### src/rtl/mbrm_pkg.sv
// Shared types, constants and the CRC-16/MODBUS byte step of the Modbus RTU read master.
// No dependencies; compiled first.
package mbrm_pkg;

   localparam int MAX_REGISTERS = 8;
   // registers per response, bounded by the 3-bit register index
   localparam int CAP_REGS      = (MAX_REGISTERS < 8) ? MAX_REGISTERS : 8;
   localparam int REG_IDX_W     = 3;
   localparam int FMEM_DEPTH    = 2 ** REG_IDX_W;
   localparam int CSR_IDX_W     = 3;

   localparam logic [15:0] CRC_INIT = 16'hFFFF;
   localparam logic [15:0] CRC_POLY = 16'hA001;

   // response framing: address, function, byte count, data, two CRC bytes
   localparam logic [4:0] RSP_HDR_BYTES  = 5'd3;
   localparam logic [4:0] RSP_OVERHEAD   = 5'd5;

   typedef enum logic [1:0] {
      FUNC_START = 2'd0,
      FUNC_RX    = 2'd1,
      FUNC_TICK  = 2'd2,
      FUNC_NONE  = 2'd3
   } func_type;

   typedef enum logic [1:0] {
      KIND_TX      = 2'd0,
      KIND_REG     = 2'd1,
      KIND_CRC_ERR = 2'd2,
      KIND_TIMEOUT = 2'd3
   } kind_type;

   localparam logic [CSR_IDX_W-1:0] CSR_SLAVE_ADDR = 3'd0;
   localparam logic [CSR_IDX_W-1:0] CSR_FUNC_CODE  = 3'd1;
   localparam logic [CSR_IDX_W-1:0] CSR_FIRST_REG  = 3'd2;
   localparam logic [CSR_IDX_W-1:0] CSR_REG_COUNT  = 3'd3;
   localparam logic [CSR_IDX_W-1:0] CSR_TIMEOUT    = 3'd4;

   // request byte positions
   localparam logic [2:0] TXB_ADDR     = 3'd0;
   localparam logic [2:0] TXB_FUNC     = 3'd1;
   localparam logic [2:0] TXB_START_HI = 3'd2;
   localparam logic [2:0] TXB_START_LO = 3'd3;
   localparam logic [2:0] TXB_COUNT_HI = 3'd4;
   localparam logic [2:0] TXB_COUNT_LO = 3'd5;
   localparam logic [2:0] TXB_CRC_LO   = 3'd6;
   localparam logic [2:0] TXB_CRC_HI   = 3'd7;

   typedef struct packed {
      logic                 en;
      logic                 bank;   // 0: high byte of a register, 1: low byte
      logic [REG_IDX_W-1:0] addr;
      logic [7:0]           data;
   } fmem_wr_type;

   function automatic logic [15:0] crc_byte(input logic [15:0] crc, input logic [7:0] b);
      logic [15:0] c;
      c = crc ^ {8'h00, b};
      for (int k = 0; k < 8; k++) begin
         if (c[0]) begin
            c = (c >> 1) ^ CRC_POLY;
         end else begin
            c = c >> 1;
         end
      end
      return c;
   endfunction

endpackage

### src/rtl/mbrm_if.sv
// Valid/ready channel interfaces: request items, result items and register writes.
// Depends on mbrm_pkg.
interface mbrm_req_if;
   import mbrm_pkg::*;
   logic       valid;
   logic       ready;
   logic [1:0] func;
   logic [7:0] rx_byte;
   modport source (output valid, func, rx_byte, input ready);
   modport sink   (input valid, func, rx_byte, output ready);
endinterface

interface mbrm_rsp_if;
   import mbrm_pkg::*;
   logic                 valid;
   logic                 ready;
   logic [1:0]           kind;
   logic [7:0]           tx_byte;
   logic [REG_IDX_W-1:0] register_index;
   logic [15:0]          register_value;
   logic                 last;
   modport source (output valid, kind, tx_byte, register_index, register_value, last,
                   input ready);
   modport sink   (input valid, kind, tx_byte, register_index, register_value, last,
                   output ready);
endinterface

interface mbrm_csr_if;
   import mbrm_pkg::*;
   logic                 valid;
   logic                 ready;
   logic [CSR_IDX_W-1:0] index;
   logic [15:0]          data;
   modport source (output valid, index, data, input ready);
   modport sink   (input valid, index, data, output ready);
endinterface

### src/rtl/mbrm_frame_store.sv
// Register data store of the response frame: two byte banks, one write, one registered read.
// Depends on mbrm_pkg.
module mbrm_frame_store (
   input  logic                          clock,
   input  mbrm_pkg::fmem_wr_type         wr,
   input  logic [mbrm_pkg::REG_IDX_W-1:0] rd_addr,
   output logic [15:0]                   rd_value
);
   import mbrm_pkg::*;

   logic [7:0] hi_mem [FMEM_DEPTH];
   logic [7:0] lo_mem [FMEM_DEPTH];
   logic [7:0] rd_hi_ff;
   logic [7:0] rd_lo_ff;

   always_ff @(posedge clock) begin
      if (wr.en && !wr.bank) begin
         hi_mem[wr.addr] <= wr.data;
      end
      if (wr.en && wr.bank) begin
         lo_mem[wr.addr] <= wr.data;
      end
      rd_hi_ff <= hi_mem[rd_addr];
      rd_lo_ff <= lo_mem[rd_addr];
   end

   assign rd_value = {rd_hi_ff, rd_lo_ff};

endmodule

### src/rtl/modbus_rtu_register_read_master_core.sv
// Top level of the Modbus RTU read-holding-registers master.
// Depends on mbrm_pkg, mbrm_if.sv and mbrm_frame_store.
//
// A received byte, a tick or an ignored code is taken in idle when the result register is free;
// a start emits its eight request bytes, folding the six header bytes into the CRC register one
// byte a cycle while the result register is free. A good frame end emits its registers in turn,
// each via ST_RD (registered frame store read), then ST_REG; a CRC error or timeout is a single
// result, loaded as the item is taken. Input is held off while a request or register burst goes
// out. The frame store has no reset: every data byte is written before the frame can complete.
module modbus_rtu_register_read_master_core (
   input  logic        clock,
   input  logic        reset,
   mbrm_req_if.sink    req_ch,
   mbrm_rsp_if.source  rsp_ch,
   mbrm_csr_if.sink    csr_ch
);
   import mbrm_pkg::*;

   typedef enum logic [3:0] {
      ST_IDLE = 4'b0001,
      ST_TX   = 4'b0010,
      ST_RD   = 4'b0100,
      ST_REG  = 4'b1000
   } state_type;

   localparam logic [3:0] CAP_N = 4'(CAP_REGS);

   // configuration
   logic [7:0]  slave_addr_ff;
   logic [7:0]  func_code_ff;
   logic [15:0] first_reg_ff;
   logic [3:0]  reg_count_ff;
   logic [15:0] timeout_ff;

   // transaction state
   state_type      state_ff, state_in;
   logic           waiting_ff, waiting_in;
   logic [4:0]     rcv_cnt_ff, rcv_cnt_in;
   logic [15:0]    crc_ff, crc_in;
   logic [15:0]    elapsed_ff, elapsed_in;
   logic [3:0]     active_cnt_ff, active_cnt_in;
   logic [REG_IDX_W-1:0] seq_ff, seq_in;

   // result register
   logic                 rsp_valid_ff, rsp_valid_in;
   kind_type             rsp_kind_ff, out_kind;
   logic [7:0]           rsp_tx_ff, out_tx;
   logic [REG_IDX_W-1:0] rsp_idx_ff, out_idx;
   logic [15:0]          rsp_val_ff, out_val;
   logic                 rsp_last_ff, out_last;
   logic                 load_out;

   logic        out_free;
   logic        req_fire;
   logic [3:0]  n_sat;
   logic [4:0]  total_len;
   logic [4:0]  data_end;
   logic [4:0]  data_pos;
   logic [4:0]  rcv_next;
   logic [7:0]  tx_sel;
   logic [7:0]  crc_src;
   logic [15:0] crc_fold;
   logic [15:0] rd_value;
   logic        reg_last;
   fmem_wr_type fmem_wr;

   assign out_free     = !rsp_valid_ff || rsp_ch.ready;
   assign req_ch.ready = (state_ff == ST_IDLE) && out_free;
   assign req_fire     = req_ch.valid && req_ch.ready;
   assign csr_ch.ready = 1'b1;

   assign n_sat     = (reg_count_ff == 4'd0) ? 4'd1 :
                      (reg_count_ff > CAP_N) ? CAP_N : reg_count_ff;
   assign total_len = RSP_OVERHEAD + {active_cnt_ff, 1'b0};
   assign data_end  = RSP_HDR_BYTES + {active_cnt_ff, 1'b0};
   assign data_pos  = rcv_cnt_ff - RSP_HDR_BYTES;
   assign rcv_next  = rcv_cnt_ff + 5'd1;
   assign reg_last  = ({1'b0, seq_ff} + 4'd1) == active_cnt_ff;

   always_comb begin
      unique case (seq_ff)
         TXB_ADDR:     tx_sel = slave_addr_ff;
         TXB_FUNC:     tx_sel = func_code_ff;
         TXB_START_HI: tx_sel = first_reg_ff[15:8];
         TXB_START_LO: tx_sel = first_reg_ff[7:0];
         TXB_COUNT_HI: tx_sel = 8'h00;
         TXB_COUNT_LO: tx_sel = {4'h0, active_cnt_ff};
         TXB_CRC_LO:   tx_sel = crc_ff[7:0];
         TXB_CRC_HI:   tx_sel = crc_ff[15:8];
         default:      tx_sel = 8'h00;
      endcase
   end

   // one CRC step shared by request bytes and received bytes
   assign crc_src  = (state_ff == ST_TX) ? tx_sel : req_ch.rx_byte;
   assign crc_fold = crc_byte(crc_ff, crc_src);

   always_comb begin
      state_in      = state_ff;
      waiting_in    = waiting_ff;
      rcv_cnt_in    = rcv_cnt_ff;
      crc_in        = crc_ff;
      elapsed_in    = elapsed_ff;
      active_cnt_in = active_cnt_ff;
      seq_in        = seq_ff;
      load_out      = 1'b0;
      out_kind      = KIND_TX;
      out_tx        = 8'h00;
      out_idx       = '0;
      out_val       = 16'h0000;
      out_last      = 1'b0;
      fmem_wr.en    = 1'b0;
      fmem_wr.bank  = data_pos[0];
      fmem_wr.addr  = data_pos[REG_IDX_W:1];
      fmem_wr.data  = req_ch.rx_byte;

      unique case (state_ff)
         ST_IDLE: begin
            if (req_fire) begin
               unique case (req_ch.func)
                  FUNC_START: begin
                     active_cnt_in = n_sat;
                     waiting_in    = 1'b1;
                     rcv_cnt_in    = 5'd0;
                     crc_in        = CRC_INIT;
                     elapsed_in    = 16'h0000;
                     seq_in        = TXB_ADDR;
                     state_in      = ST_TX;
                  end
                  FUNC_RX: begin
                     if (waiting_ff) begin
                        crc_in     = crc_fold;
                        rcv_cnt_in = rcv_next;
                        fmem_wr.en = (rcv_cnt_ff >= RSP_HDR_BYTES) && (rcv_cnt_ff < data_end);
                        if (rcv_next == total_len) begin
                           waiting_in = 1'b0;
                           if (crc_fold != 16'h0000) begin
                              load_out = 1'b1;
                              out_kind = KIND_CRC_ERR;
                              out_last = 1'b1;
                           end else begin
                              seq_in   = '0;
                              state_in = ST_RD;
                           end
                        end
                     end
                  end
                  FUNC_TICK: begin
                     if (waiting_ff) begin
                        if (elapsed_ff >= timeout_ff) begin
                           waiting_in = 1'b0;
                           load_out   = 1'b1;
                           out_kind   = KIND_TIMEOUT;
                           out_last   = 1'b1;
                        end else begin
                           elapsed_in = elapsed_ff + 16'd1;
                        end
                     end
                  end
                  default: ;
               endcase
            end
         end
         ST_TX: begin
            if (out_free) begin
               load_out = 1'b1;
               out_kind = KIND_TX;
               out_tx   = tx_sel;
               out_last = (seq_ff == TXB_CRC_HI);
               if (seq_ff == TXB_CRC_HI) begin
                  crc_in   = CRC_INIT;
                  state_in = ST_IDLE;
               end else begin
                  if (seq_ff < TXB_CRC_LO) begin
                     crc_in = crc_fold;
                  end
                  seq_in = seq_ff + 3'd1;
               end
            end
         end
         ST_RD: begin
            state_in = ST_REG;
         end
         ST_REG: begin
            if (out_free) begin
               load_out = 1'b1;
               out_kind = KIND_REG;
               out_idx  = seq_ff;
               out_val  = rd_value;
               out_last = reg_last;
               if (reg_last) begin
                  state_in = ST_IDLE;
               end else begin
                  seq_in   = seq_ff + 3'd1;
                  state_in = ST_RD;
               end
            end
         end
         default: state_in = ST_IDLE;
      endcase

      rsp_valid_in = load_out ? 1'b1 : (out_free ? 1'b0 : rsp_valid_ff);
   end

   always_ff @(posedge clock) begin
      if (reset) begin
         state_ff      <= ST_IDLE;
         waiting_ff    <= 1'b0;
         rcv_cnt_ff    <= 5'd0;
         crc_ff        <= CRC_INIT;
         elapsed_ff    <= 16'h0000;
         active_cnt_ff <= 4'd1;
         seq_ff        <= '0;
         rsp_valid_ff  <= 1'b0;
      end else begin
         state_ff      <= state_in;
         waiting_ff    <= waiting_in;
         rcv_cnt_ff    <= rcv_cnt_in;
         crc_ff        <= crc_in;
         elapsed_ff    <= elapsed_in;
         active_cnt_ff <= active_cnt_in;
         seq_ff        <= seq_in;
         rsp_valid_ff  <= rsp_valid_in;
      end
   end

   always_ff @(posedge clock) begin
      if (load_out) begin
         rsp_kind_ff <= out_kind;
         rsp_tx_ff   <= out_tx;
         rsp_idx_ff  <= out_idx;
         rsp_val_ff  <= out_val;
         rsp_last_ff <= out_last;
      end
   end

   always_ff @(posedge clock) begin
      if (reset) begin
         slave_addr_ff <= 8'd1;
         func_code_ff  <= 8'd3;
         first_reg_ff  <= 16'd0;
         reg_count_ff  <= 4'd7;
         timeout_ff    <= 16'd500;
      end else if (csr_ch.valid && csr_ch.ready) begin
         unique case (csr_ch.index)
            CSR_SLAVE_ADDR: slave_addr_ff <= csr_ch.data[7:0];
            CSR_FUNC_CODE:  func_code_ff  <= csr_ch.data[7:0];
            CSR_FIRST_REG:  first_reg_ff  <= csr_ch.data;
            CSR_REG_COUNT:  reg_count_ff  <= csr_ch.data[3:0];
            CSR_TIMEOUT:    timeout_ff    <= csr_ch.data;
            default: ;
         endcase
      end
   end

   mbrm_frame_store u_frame_store (
      .clock    (clock),
      .wr       (fmem_wr),
      .rd_addr  (seq_ff),
      .rd_value (rd_value)
   );

   assign rsp_ch.valid          = rsp_valid_ff;
   assign rsp_ch.kind           = rsp_kind_ff;
   assign rsp_ch.tx_byte        = rsp_tx_ff;
   assign rsp_ch.register_index = rsp_idx_ff;
   assign rsp_ch.register_value = rsp_val_ff;
   assign rsp_ch.last           = rsp_last_ff;

   a_start_enters_tx: assert property (@(posedge clock) disable iff (reset)
      req_fire && (req_ch.func == FUNC_START) |=> (state_ff == ST_TX) && waiting_ff)
      else $error("start item did not launch the request");

   a_count_in_frame: assert property (@(posedge clock) disable iff (reset)
      waiting_ff |-> (rcv_cnt_ff < total_len))
      else $error("received count ran past the frame length");

   a_burst_not_waiting: assert property (@(posedge clock) disable iff (reset)
      (state_ff == ST_RD || state_ff == ST_REG) |-> !waiting_ff)
      else $error("register burst while still waiting for bytes");

   a_active_range: assert property (@(posedge clock) disable iff (reset)
      (active_cnt_ff >= 4'd1) && (active_cnt_ff <= CAP_N))
      else $error("latched register count out of range");

endmodule
### src/flat_wrapper.sv
// flat-port wrapper written by rule: the top's interface ports become plain ports
module modbus_rtu_register_read_master_core_flat import mbrm_pkg::*;
  (clock, reset, req_ch_valid, req_ch_func, req_ch_rx_byte, req_ch_ready, rsp_ch_valid, rsp_ch_kind, rsp_ch_tx_byte, rsp_ch_register_index, rsp_ch_register_value, rsp_ch_last, rsp_ch_ready, csr_ch_valid, csr_ch_index, csr_ch_data, csr_ch_ready);
  mbrm_req_if req_ch_i ();
  mbrm_rsp_if rsp_ch_i ();
  mbrm_csr_if csr_ch_i ();
  input  logic clock;
  input  logic reset;
  input wire logic [$bits(req_ch_i.valid)-1:0] req_ch_valid;
  input wire logic [$bits(req_ch_i.func)-1:0] req_ch_func;
  input wire logic [$bits(req_ch_i.rx_byte)-1:0] req_ch_rx_byte;
  output wire logic [$bits(req_ch_i.ready)-1:0] req_ch_ready;
  output wire logic [$bits(rsp_ch_i.valid)-1:0] rsp_ch_valid;
  output wire logic [$bits(rsp_ch_i.kind)-1:0] rsp_ch_kind;
  output wire logic [$bits(rsp_ch_i.tx_byte)-1:0] rsp_ch_tx_byte;
  output wire logic [$bits(rsp_ch_i.register_index)-1:0] rsp_ch_register_index;
  output wire logic [$bits(rsp_ch_i.register_value)-1:0] rsp_ch_register_value;
  output wire logic [$bits(rsp_ch_i.last)-1:0] rsp_ch_last;
  input wire logic [$bits(rsp_ch_i.ready)-1:0] rsp_ch_ready;
  input wire logic [$bits(csr_ch_i.valid)-1:0] csr_ch_valid;
  input wire logic [$bits(csr_ch_i.index)-1:0] csr_ch_index;
  input wire logic [$bits(csr_ch_i.data)-1:0] csr_ch_data;
  output wire logic [$bits(csr_ch_i.ready)-1:0] csr_ch_ready;
  assign req_ch_i.valid = req_ch_valid;
  assign req_ch_i.func = req_ch_func;
  assign req_ch_i.rx_byte = req_ch_rx_byte;
  assign req_ch_ready = req_ch_i.ready;
  assign rsp_ch_valid = rsp_ch_i.valid;
  assign rsp_ch_kind = rsp_ch_i.kind;
  assign rsp_ch_tx_byte = rsp_ch_i.tx_byte;
  assign rsp_ch_register_index = rsp_ch_i.register_index;
  assign rsp_ch_register_value = rsp_ch_i.register_value;
  assign rsp_ch_last = rsp_ch_i.last;
  assign rsp_ch_i.ready = rsp_ch_ready;
  assign csr_ch_i.valid = csr_ch_valid;
  assign csr_ch_i.index = csr_ch_index;
  assign csr_ch_i.data = csr_ch_data;
  assign csr_ch_ready = csr_ch_i.ready;
  modbus_rtu_register_read_master_core u_core (.clock(clock), .reset(reset), .req_ch(req_ch_i), .rsp_ch(rsp_ch_i), .csr_ch(csr_ch_i));
endmodule
### config.mk
export PLATFORM = sky130hd
export DESIGN_NAME = modbus_rtu_register_read_master_core_flat
export DESIGN_NICKNAME = d
export VERILOG_FILES = /design/src/rtl/mbrm_pkg.sv /design/src/rtl/mbrm_if.sv /design/src/rtl/mbrm_frame_store.sv /design/src/rtl/modbus_rtu_register_read_master_core.sv /design/src/flat_wrapper.sv
export SDC_FILE = /design/constraint.sdc
export NUM_CORES = 1
export LEC_CHECK = 0
export BUFFER_PORTS_ARGS = -buffer_cell sky130_fd_sc_hd__buf_2
export CORE_MARGIN = 2
export CORE_UTILIZATION = 52
export CTS_CLUSTER_DIAMETER = 30
export DETAILED_ROUTE_END_ITERATION = 16
export GPL_TIMING_DRIVEN = 0
export PLACE_DENSITY = 0.68
export SETUP_SLACK_MARGIN = 0.4
export SLEW_MARGIN = 15
export SYNTH_ARGS = -nofsm -noshare
export SYNTH_HDL_FRONTEND = slang
export SYNTH_HIERARCHICAL = 1
export SYNTH_SLANG_ARGS = --single-unit
### constraint.sdc
create_clock -name clock -period 15.75 [get_ports clock]
set_input_delay 1.575 -clock clock [delete_from_list [all_inputs] [get_ports clock]]
set_output_delay 1.575 -clock clock [all_outputs]
set_load 0.05 [all_outputs]
Word-level counts from Yosys, hierarchy flattened
Memory sizes are Yosys's and may differ from the RTL's. A register that Yosys moved wholly into a read port is not among the register bits.
Index checks and enable logic that the tools add are counted.
Widths: inputs -> output; s select.
{ "word_totals": {"ff_bits": 132, "ram_bits": 128, "inputBits": 34, "n_memories": 2} }
{ "mem_list": {"columns": ["memory", "words", "word_bits", "read_ports", "rd_ports_with_merged_regs", "wr", "line", "rtl"], "rows": [
  ["u_core.u_frame_store.hi_mem", 8, 8, 1, 1, 1, "mbrm_frame_store.sv:11", "logic [7:0] hi_mem [FMEM_DEPTH];"],
  ["u_core.u_frame_store.lo_mem", 8, 8, 1, 1, 1, "mbrm_frame_store.sv:12", "logic [7:0] lo_mem [FMEM_DEPTH];"]
]} }
{ "op_classes": {"add_sub_neg": 7, "order_cmp": 5, "eq_ne": 33, "mux": 80, "n_bitwise": 9, "n_reduce_logical": 34} }
{ "op_table": {"columns": ["op", "count"], "rows": [
  ["$mux 16", 15],
  ["$pmux 16 s2", 3],
  ["$pmux 8 s8", 1],
  ["$mux 4", 9],
  ["$mux 3", 9],
  ["$mux 1", 24],
  ["$not 2->3", 8],
  ["$add 16x1->16 const B", 1],
  ["$ge 16x16->1", 1],
  ["$pmux 4 s4", 1],
  ["$reduce_bool 16->1", 1],
  ["$xor 16x8->16", 1],
  ["$eq 3x3->1 const B", 5],
  ["$reduce_and 2->1", 7],
  ["$eq 3x2->1 const B", 4],
  ["$mux 2", 6],
  ["$ne 3x3->1 const B", 4],
  ["$ne 2x1->1 const B", 5],
  ["$pmux 5 s2", 1],
  ["$reduce_and 10->1", 1],
  ["$pmux 3 s3", 1],
  ["$mux 8", 1],
  ["$ne 2x2->1 const B", 4],
  ["$pmux 2 s2", 2],
  ["other kinds (39)", 53]
]} }

Longest topological paths before layout
{ "logic_depth": {"depth_word": 28, "mapped_depth": 20, "ltp_nobuf": 17} }

Modules after synthesis
The synthesis kept the hierarchy.
{ "modules_own_cells": {"columns": ["module", "n_inst", "cells_per_inst", "area_per_inst_um2"], "rows": [
  ["modbus_rtu_register_read_master_core", 1, 840, 7349.5],
  ["mbrm_frame_store", 1, 224, 5345.1]
]} }

Worst setup path after synthesis
OpenSTA, ideal clock, no wires.
{ "synth_path": {"kind": "register to register", "from": "reg u_core.seq_ff[2]", "to": "reg u_core.rsp_kind_ff[0], in the netlist u_core/rsp_ch.kind[0] (enable)", "arrival_ns": 5.594, "t_required_ns": 15.329, "setup_slack_ns": 9.735, "path_stages_with_launch": 20, "n_path_buf": 3, "path_cell_list": "dfxtp_1 buf_2 clkbuf_1 inv_1 ha_1 buf_6 or4_4 nor3_1 a211oi_1 or3_1 and3_1 or2_2 xnor2_1 xnor2_1 ha_1 xor3_1 mux2i_1 a21oi_1 o211ai_1 o21ai_1"} }
{ "synth_between": {"elab_chain_cells": 21, "elab_cells_between_ends": 34, "classes_between": "7 x eq/ne; 16 x mux; 9 x bitwise; 2 x reduce/logical"} }
{ "synth_rtl": {"columns": ["item", "line", "rtl"], "rows": [
  ["start: declaration", "modbus_rtu_register_read_master_core.sv:42", "logic [REG_IDX_W-1:0] seq_ff, seq_in;"],
  ["start signal: assignment", "modbus_rtu_register_read_master_core.sv:222", "seq_ff <= seq_in;"],
  ["$eq 3x3->1, or another cell as far along", "modbus_rtu_register_read_master_core.sv:81", "unique case (seq_ff)"],
  ["$pmux 8 s8 *", "modbus_rtu_register_read_master_core.sv:81", null],
  ["$mux 8 *", "modbus_rtu_register_read_master_core.sv:95", "assign crc_src = (state_ff == ST_TX) ? tx_sel : req_ch.rx_byte;"],
  ["$xor 16x8->16 *", "mbrm_pkg.sv:58", "c = crc ^ {8'h00, b};"],
  ["$mux 16 * (2 in a row)", "mbrm_pkg.sv:60", "if (c[0]) begin"],
  ["$not 2->3 (no line) / $mux 16 (equally long branches)", null, null],
  ["$mux 16 * (3 in a row)", "mbrm_pkg.sv:60", null],
  ["$not 2->3 (no line) / $mux 16 (equally long branches)", null, null],
  ["$mux 16 * (3 in a row)", "mbrm_pkg.sv:60", null],
  ["$reduce_bool 16->1 *", "modbus_rtu_register_read_master_core.sv:137", "if (crc_fold != 16'h0000) begin"],
  ["$mux 1 *", "modbus_rtu_register_read_master_core.sv:137", null],
  ["$mux 1 *", "modbus_rtu_register_read_master_core.sv:135", "if (rcv_next == total_len) begin"],
  ["$mux 1 *", "modbus_rtu_register_read_master_core.sv:131", "if (waiting_ff) begin"],
  ["$pmux 1 s2 *", "modbus_rtu_register_read_master_core.sv:120", "unique case (req_ch.func)"],
  ["$mux 1 *", "modbus_rtu_register_read_master_core.sv:119", "if (req_fire) begin"],
  ["$pmux 1 s2 *", "modbus_rtu_register_read_master_core.sv:117", "unique case (state_ff)"],
  ["net u_core.load_out", "modbus_rtu_register_read_master_core.sv:51", "logic load_out;"],
  ["end signal: assignment", "modbus_rtu_register_read_master_core.sv:229", "rsp_kind_ff <= out_kind;"],
  ["end: declaration", "modbus_rtu_register_read_master_core.sv:46", "kind_type rsp_kind_ff, out_kind;"]
]} }
Mark *: on every way through the listed nets, which the timed path passes. The rest lies on a longest branch.
A chain may end at the register's enable or synchronous reset.

Worst setup path after layout
{ "layout_path": {"from": "reg u_core.seq_ff[2]", "to": "reg u_core.rsp_val_ff[13], in the netlist u_core/rsp_ch.register_value[13] (enable)"} }
{ "layout_between": {"elab_chain_cells": 21, "elab_cells_between_ends": 34, "classes_between": "7 x eq/ne; 16 x mux; 9 x bitwise; 2 x reduce/logical"} }
{ "layout_rtl": {"columns": ["item", "line", "rtl"], "rows": [
  ["$eq 3x3->1, or another cell as far along", "modbus_rtu_register_read_master_core.sv:81", null],
  ["$pmux 8 s8 *", "modbus_rtu_register_read_master_core.sv:81", null],
  ["$mux 8 *", "modbus_rtu_register_read_master_core.sv:95", null],
  ["$xor 16x8->16 *", "mbrm_pkg.sv:58", null],
  ["$mux 16 * (2 in a row)", "mbrm_pkg.sv:60", null],
  ["$not 2->3 (no line) / $mux 16 (equally long branches)", null, null],
  ["$mux 16 * (3 in a row)", "mbrm_pkg.sv:60", null],
  ["$not 2->3 (no line) / $mux 16 (equally long branches)", null, null],
  ["$mux 16 * (3 in a row)", "mbrm_pkg.sv:60", null],
  ["$reduce_bool 16->1 *", "modbus_rtu_register_read_master_core.sv:137", null],
  ["$mux 1 *", "modbus_rtu_register_read_master_core.sv:137", null],
  ["$mux 1 *", "modbus_rtu_register_read_master_core.sv:135", null],
  ["$mux 1 *", "modbus_rtu_register_read_master_core.sv:131", null],
  ["$pmux 1 s2 *", "modbus_rtu_register_read_master_core.sv:120", null],
  ["$mux 1 *", "modbus_rtu_register_read_master_core.sv:119", null],
  ["$pmux 1 s2 *", "modbus_rtu_register_read_master_core.sv:117", null],
  ["net u_core.load_out", "modbus_rtu_register_read_master_core.sv:51", null],
  ["end signal: assignment", "modbus_rtu_register_read_master_core.sv:232", "rsp_val_ff <= out_val;"],
  ["end: declaration", "modbus_rtu_register_read_master_core.sv:49", "logic [15:0] rsp_val_ff, out_val;"]
]} }
Marks and branches as above.

==> impl_metrics.ini <==
[setup_path]
start_kind = register
cpMaxStageDelayCell = dfxtp_1
worstReg2RegStart = u_core/seq_ff[2]
crit_cells = 21
crit_top_cell = xnor2_1
crit_family = compound AO/OA/AOI/OAI gates
critPathMaxFanout = 22
worst_path_largest_cell_delay_ps = 570
worstPathRequired_ps = 16070
r2r_cells = 21
crit_type = reg -> reg
worstPathCellList = buf_2, clkbuf_1, inv_1, ha_1, buf_6, nor4_2, nand2_1, a211oi_1, o21ai_0, and3_1, or2_2, xnor2_1, xnor2_1, ha_1, xnor2_1, nand4b_1, a2111oi_4, a21oi_1, o211ai_1, o21ai_4, buf_16
worst-path-buf-inv = 5
cp.arrival_ps = 7340
reg2reg_slack_ps = 8730
crit_path_end_kind = register
r2r-end = u_core/rsp_ch.register_value[13]

[clock_tree]
clock_sinks = 276
cts_buffers = 57
ctsHoldBuffers = 0
cts_resized = 0
cts_tree = yes
htreeDepth = 2
cts_setup_buffers = 0
cts_max_path_buffers = 3
clkLatencyLatePin_ps = 570
clk_pin_slew_ps = 50
clock-root-buffer = clkbuf_16

[pwr]
power_frac_clock = 0.560
p_per_area_nw_per_um2 = 138.5
p_int_mw = 1.613
ir_drop_mv = 0.08733
comb_power_share = 0.076
switchingPower_mw = 0.5290
switching_share = 0.2470
p_seq_frac = 0.364
leakagePower_nw = 5.648

[routing]
viasPerCell = 5.721
ant_nets = 0
routedWlPerCell_um = 20.02
first_pass_iters = 7
drtIter0Drc = 619
vias = 8930
drc = 0
wirelength_mm = 31.25

[min_path]
holdPathStages = 2
whs_endpoint = u_core/timeout_ff[11]
hold_class = reg -> reg
hold_start = u_core/timeout_ff[11]

[place]
routabilityCongestion = 0.8728
placed_cells = 1453
preCtsSetupSlack_ps = 8883
dp_hpwl_mm = 21.09
port_buffers = 64

[sta]
tightest_slew_ps = 984.3
slew_violations = 0
max_clock_freq_mhz = 142.5
rsz0062_at_grt = no
finalCritPeriodShare = 0.4456
relSlewSlack = 0.3414
setup_ws_ps = 8731
finalHoldViolCount = 0
totalNegativeSetupSlack_ps = 0
setup_viol = 0
clock_skew_ps = 25.78
min_period_ps = 7019

[synth]
ys_seq_area_frac = 0.5598
synthArstFlopShare = 0
ys_ff_latch = 276
synth_cell_types = 81
syn_area_um2 = 12690
synth_ff_type = edfxtp_1
yosysWarnings = 6
synth.avg_cell_area_um2 = 11.93
synth_edf_count = 158
synth_cells = 1064
syn-num-nets = 1133

[die]
pin_count = 67
dieHeight_um = 160.2
rows = 57
start_util = 0.5251
core_um2 = 24180
fp.dieArea_um2 = 25680
die-width_um = 160.2

[global_route]
grt_max_degree = 23
gr-total-overflow = 0
grt_pass1_wl_mm = 48.27
grt_use_total = 0.2433
antenna_found_initial = 1
first_global_vias = 8759

[cells_and_area]
n_antenna_cell = 0
layout.cells.non_filler = 1561
final_nets = 1257
drive_above_1_share = 0.1884
area_growth_pct = 21.82
fillers = 1800

[flow_run]
maxCapViolations = 0

[status]
status = complete, no violations
routing by layer:
layer | wire, um | vias up | track usage | part of all wire
li1 | - | 4209 | - | -
met1 | 13610 | 4363 | 0.3280 | 0.44
met2 | 14900 | 284 | 0.3935 | 0.48
met3 | 1711 | 74 | 0.04390 | 0.055
met4 | 1027 | 0 | 0.09623 | 0.033
met5 | 0 | - | 0 | 0
worst max path at each step:
stage	end	from	slack [ps]
after global routing	u_core/rsp_ch.register_value[7]	u_core/seq_ff[2]	8260
after floorplan	u_core/rsp_ch.kind[0]	u_core/seq_ff[2]	9740
after detailed placement	u_core/rsp_ch.register_value[12]	u_core/seq_ff[2]	8880
after CTS	u_core/rsp_ch.register_value[7]	u_core/seq_ff[2]	8800
after global placement	u_core/rsp_ch.register_value[9]	u_core/seq_ff[2]	7820
final	u_core/rsp_ch.register_value[13]	u_core/seq_ff[2]	8730
worst reg2reg max path, cell delays in order (launching register included):
cell and delay [ps]:
dfxtp_1 570, buf_2 310, clkbuf_1 490, inv_1 220, ha_1 270, buf_6 140, nor4_2 520, nand2_1 280
a211oi_1 380, o21ai_0 200, and3_1 230, or2_2 290, xnor2_1 280, xnor2_1 140, ha_1 390, xnor2_1 260
nand4b_1 200, a2111oi_4 480, a21oi_1 210, o211ai_1 410, o21ai_4 260, buf_16 250
layout by cell type, fill, tap and decap left out, types with 7 or more instances in the layout:
cell and n:
mux4_1 28, nand3_1 27, a22oi_1 10, buf_2 70, clkbuf_1 40, clkinv_2 7, dfxtp_1 118, o21ai_0 10
buf_1 7, mux2i_1 25, nand3b_1 16, xor2_1 11, nand2_1 128, edfxtp_1 158, a21o_1 10, ha_1 35
inv_6 13, nor3_1 20, and2_1 27, clkinvlp_4 7, inv_1 32, xnor2_1 17, and3_1 9, or3_1 17
mux2_2 21, o22ai_1 10, nor2_1 70, nand2b_1 16, nor2b_1 10, clkbuf_16 58, a21oi_1 75
final cells by class:
class                      instances  area, um^2  area share
clock buffer                      66        1501     0.09709
multi-input combinational        701        5235      0.3385
sequential                       276        7107      0.4595
buffer                            55       264.0     0.01707
timing repair buffer              65       347.8     0.02249
clock inverter                    42       484.2     0.03131
tap                              324       405.4     0.02621
inverter                          32       120.1    0.007767
state kept, by name, summed over array words and instances, names as in the netlist, 16 cells and up:
signal,cells
u_core/rsp_ch.register_value,16
u_core/timeout_ff,16
u_core/u_frame_store/lo_mem,64
u_core/elapsed_ff,16
u_core/u_frame_store/hi_mem,64
u_core/first_reg_ff,16
u_core/crc_ff,16
power groups by stage:
stage | clock (mW) | combinational (mW) | sequential (mW)
floorplan | 0 | 0.106 | 0.800
global placement | 0 | 0.157 | 0.794
detailed placement | 0 | 0.159 | 0.794
CTS | 1.22 | 0.161 | 0.780
global route | 1.25 | 0.176 | 0.780
finish | 1.20 | 0.162 | 0.780
cells in the mapped netlist (6+ instances only):
cell type / n / area (um^2)
mux2i_1: 25 / 250.2
a22oi_1: 10 / 75.07
xnor2_1: 17 / 148.9
edfxtp_1: 158 / 4745
nor2b_1: 10 / 62.56
mux2_2: 21 / 236.5
xor2_1: 11 / 96.34
dfxtp_1: 118 / 2362
inv_1: 32 / 120.1
buf_2: 6 / 30.03
mux4_1: 28 / 735.7
buf_6: 6 / 67.56
buf_1: 7 / 26.28
o21bai_1: 6 / 45.04
and2_1: 27 / 168.9
a21o_1: 10 / 75.07
nor3_1: 24 / 120.1
o211ai_1: 6 / 45.04
nand3b_1: 16 / 120.1
and3_1: 9 / 56.30
a211o_1: 6 / 52.55
a21oi_1: 75 / 375.4
or3_1: 17 / 106.4
nand3_1: 27 / 135.1
o21ai_0: 10 / 50.05
nand2b_1: 16 / 100.1
o22ai_1: 10 / 62.56
nand2_1: 128 / 480.5
nor2_1: 70 / 262.8
clkbuf_1: 34 / 127.6
ha_1: 35 / 437.9
stage by stage:
step	power, mW	hold slack, ps	area, um^2	util
2_1_floorplan	0.9066	433.8	12690	-
3_5_place_dp	0.9530	448.6	13460	0.5569
5_1_grt	2.209	488.9	15460	0.6397
3_3_place_gp	0.9512	444.6	13420	0.5551
6_report	2.142	457.4	15460	0.6397
4_1_cts	2.158	460.5	15450	0.6390
cell families (layout without fill, tap and decap cells):
kind of cell / count (synthesis) / count (layout) / share of synthesized area
simple gates: 376 / 376 / 0.1510
flops: 276 / 276 / 0.5598
compound gates: 180 / 180 / 0.09698
buf+inv: 87 / 260 / 0.03026
mux: 78 / 78 / 0.1034
fa+ha+maj: 35 / 35 / 0.03450
xor+xnor: 31 / 31 / 0.02375
other cells: 1 / 1 / 0.0002954
(Power assumes the default switching activity.)
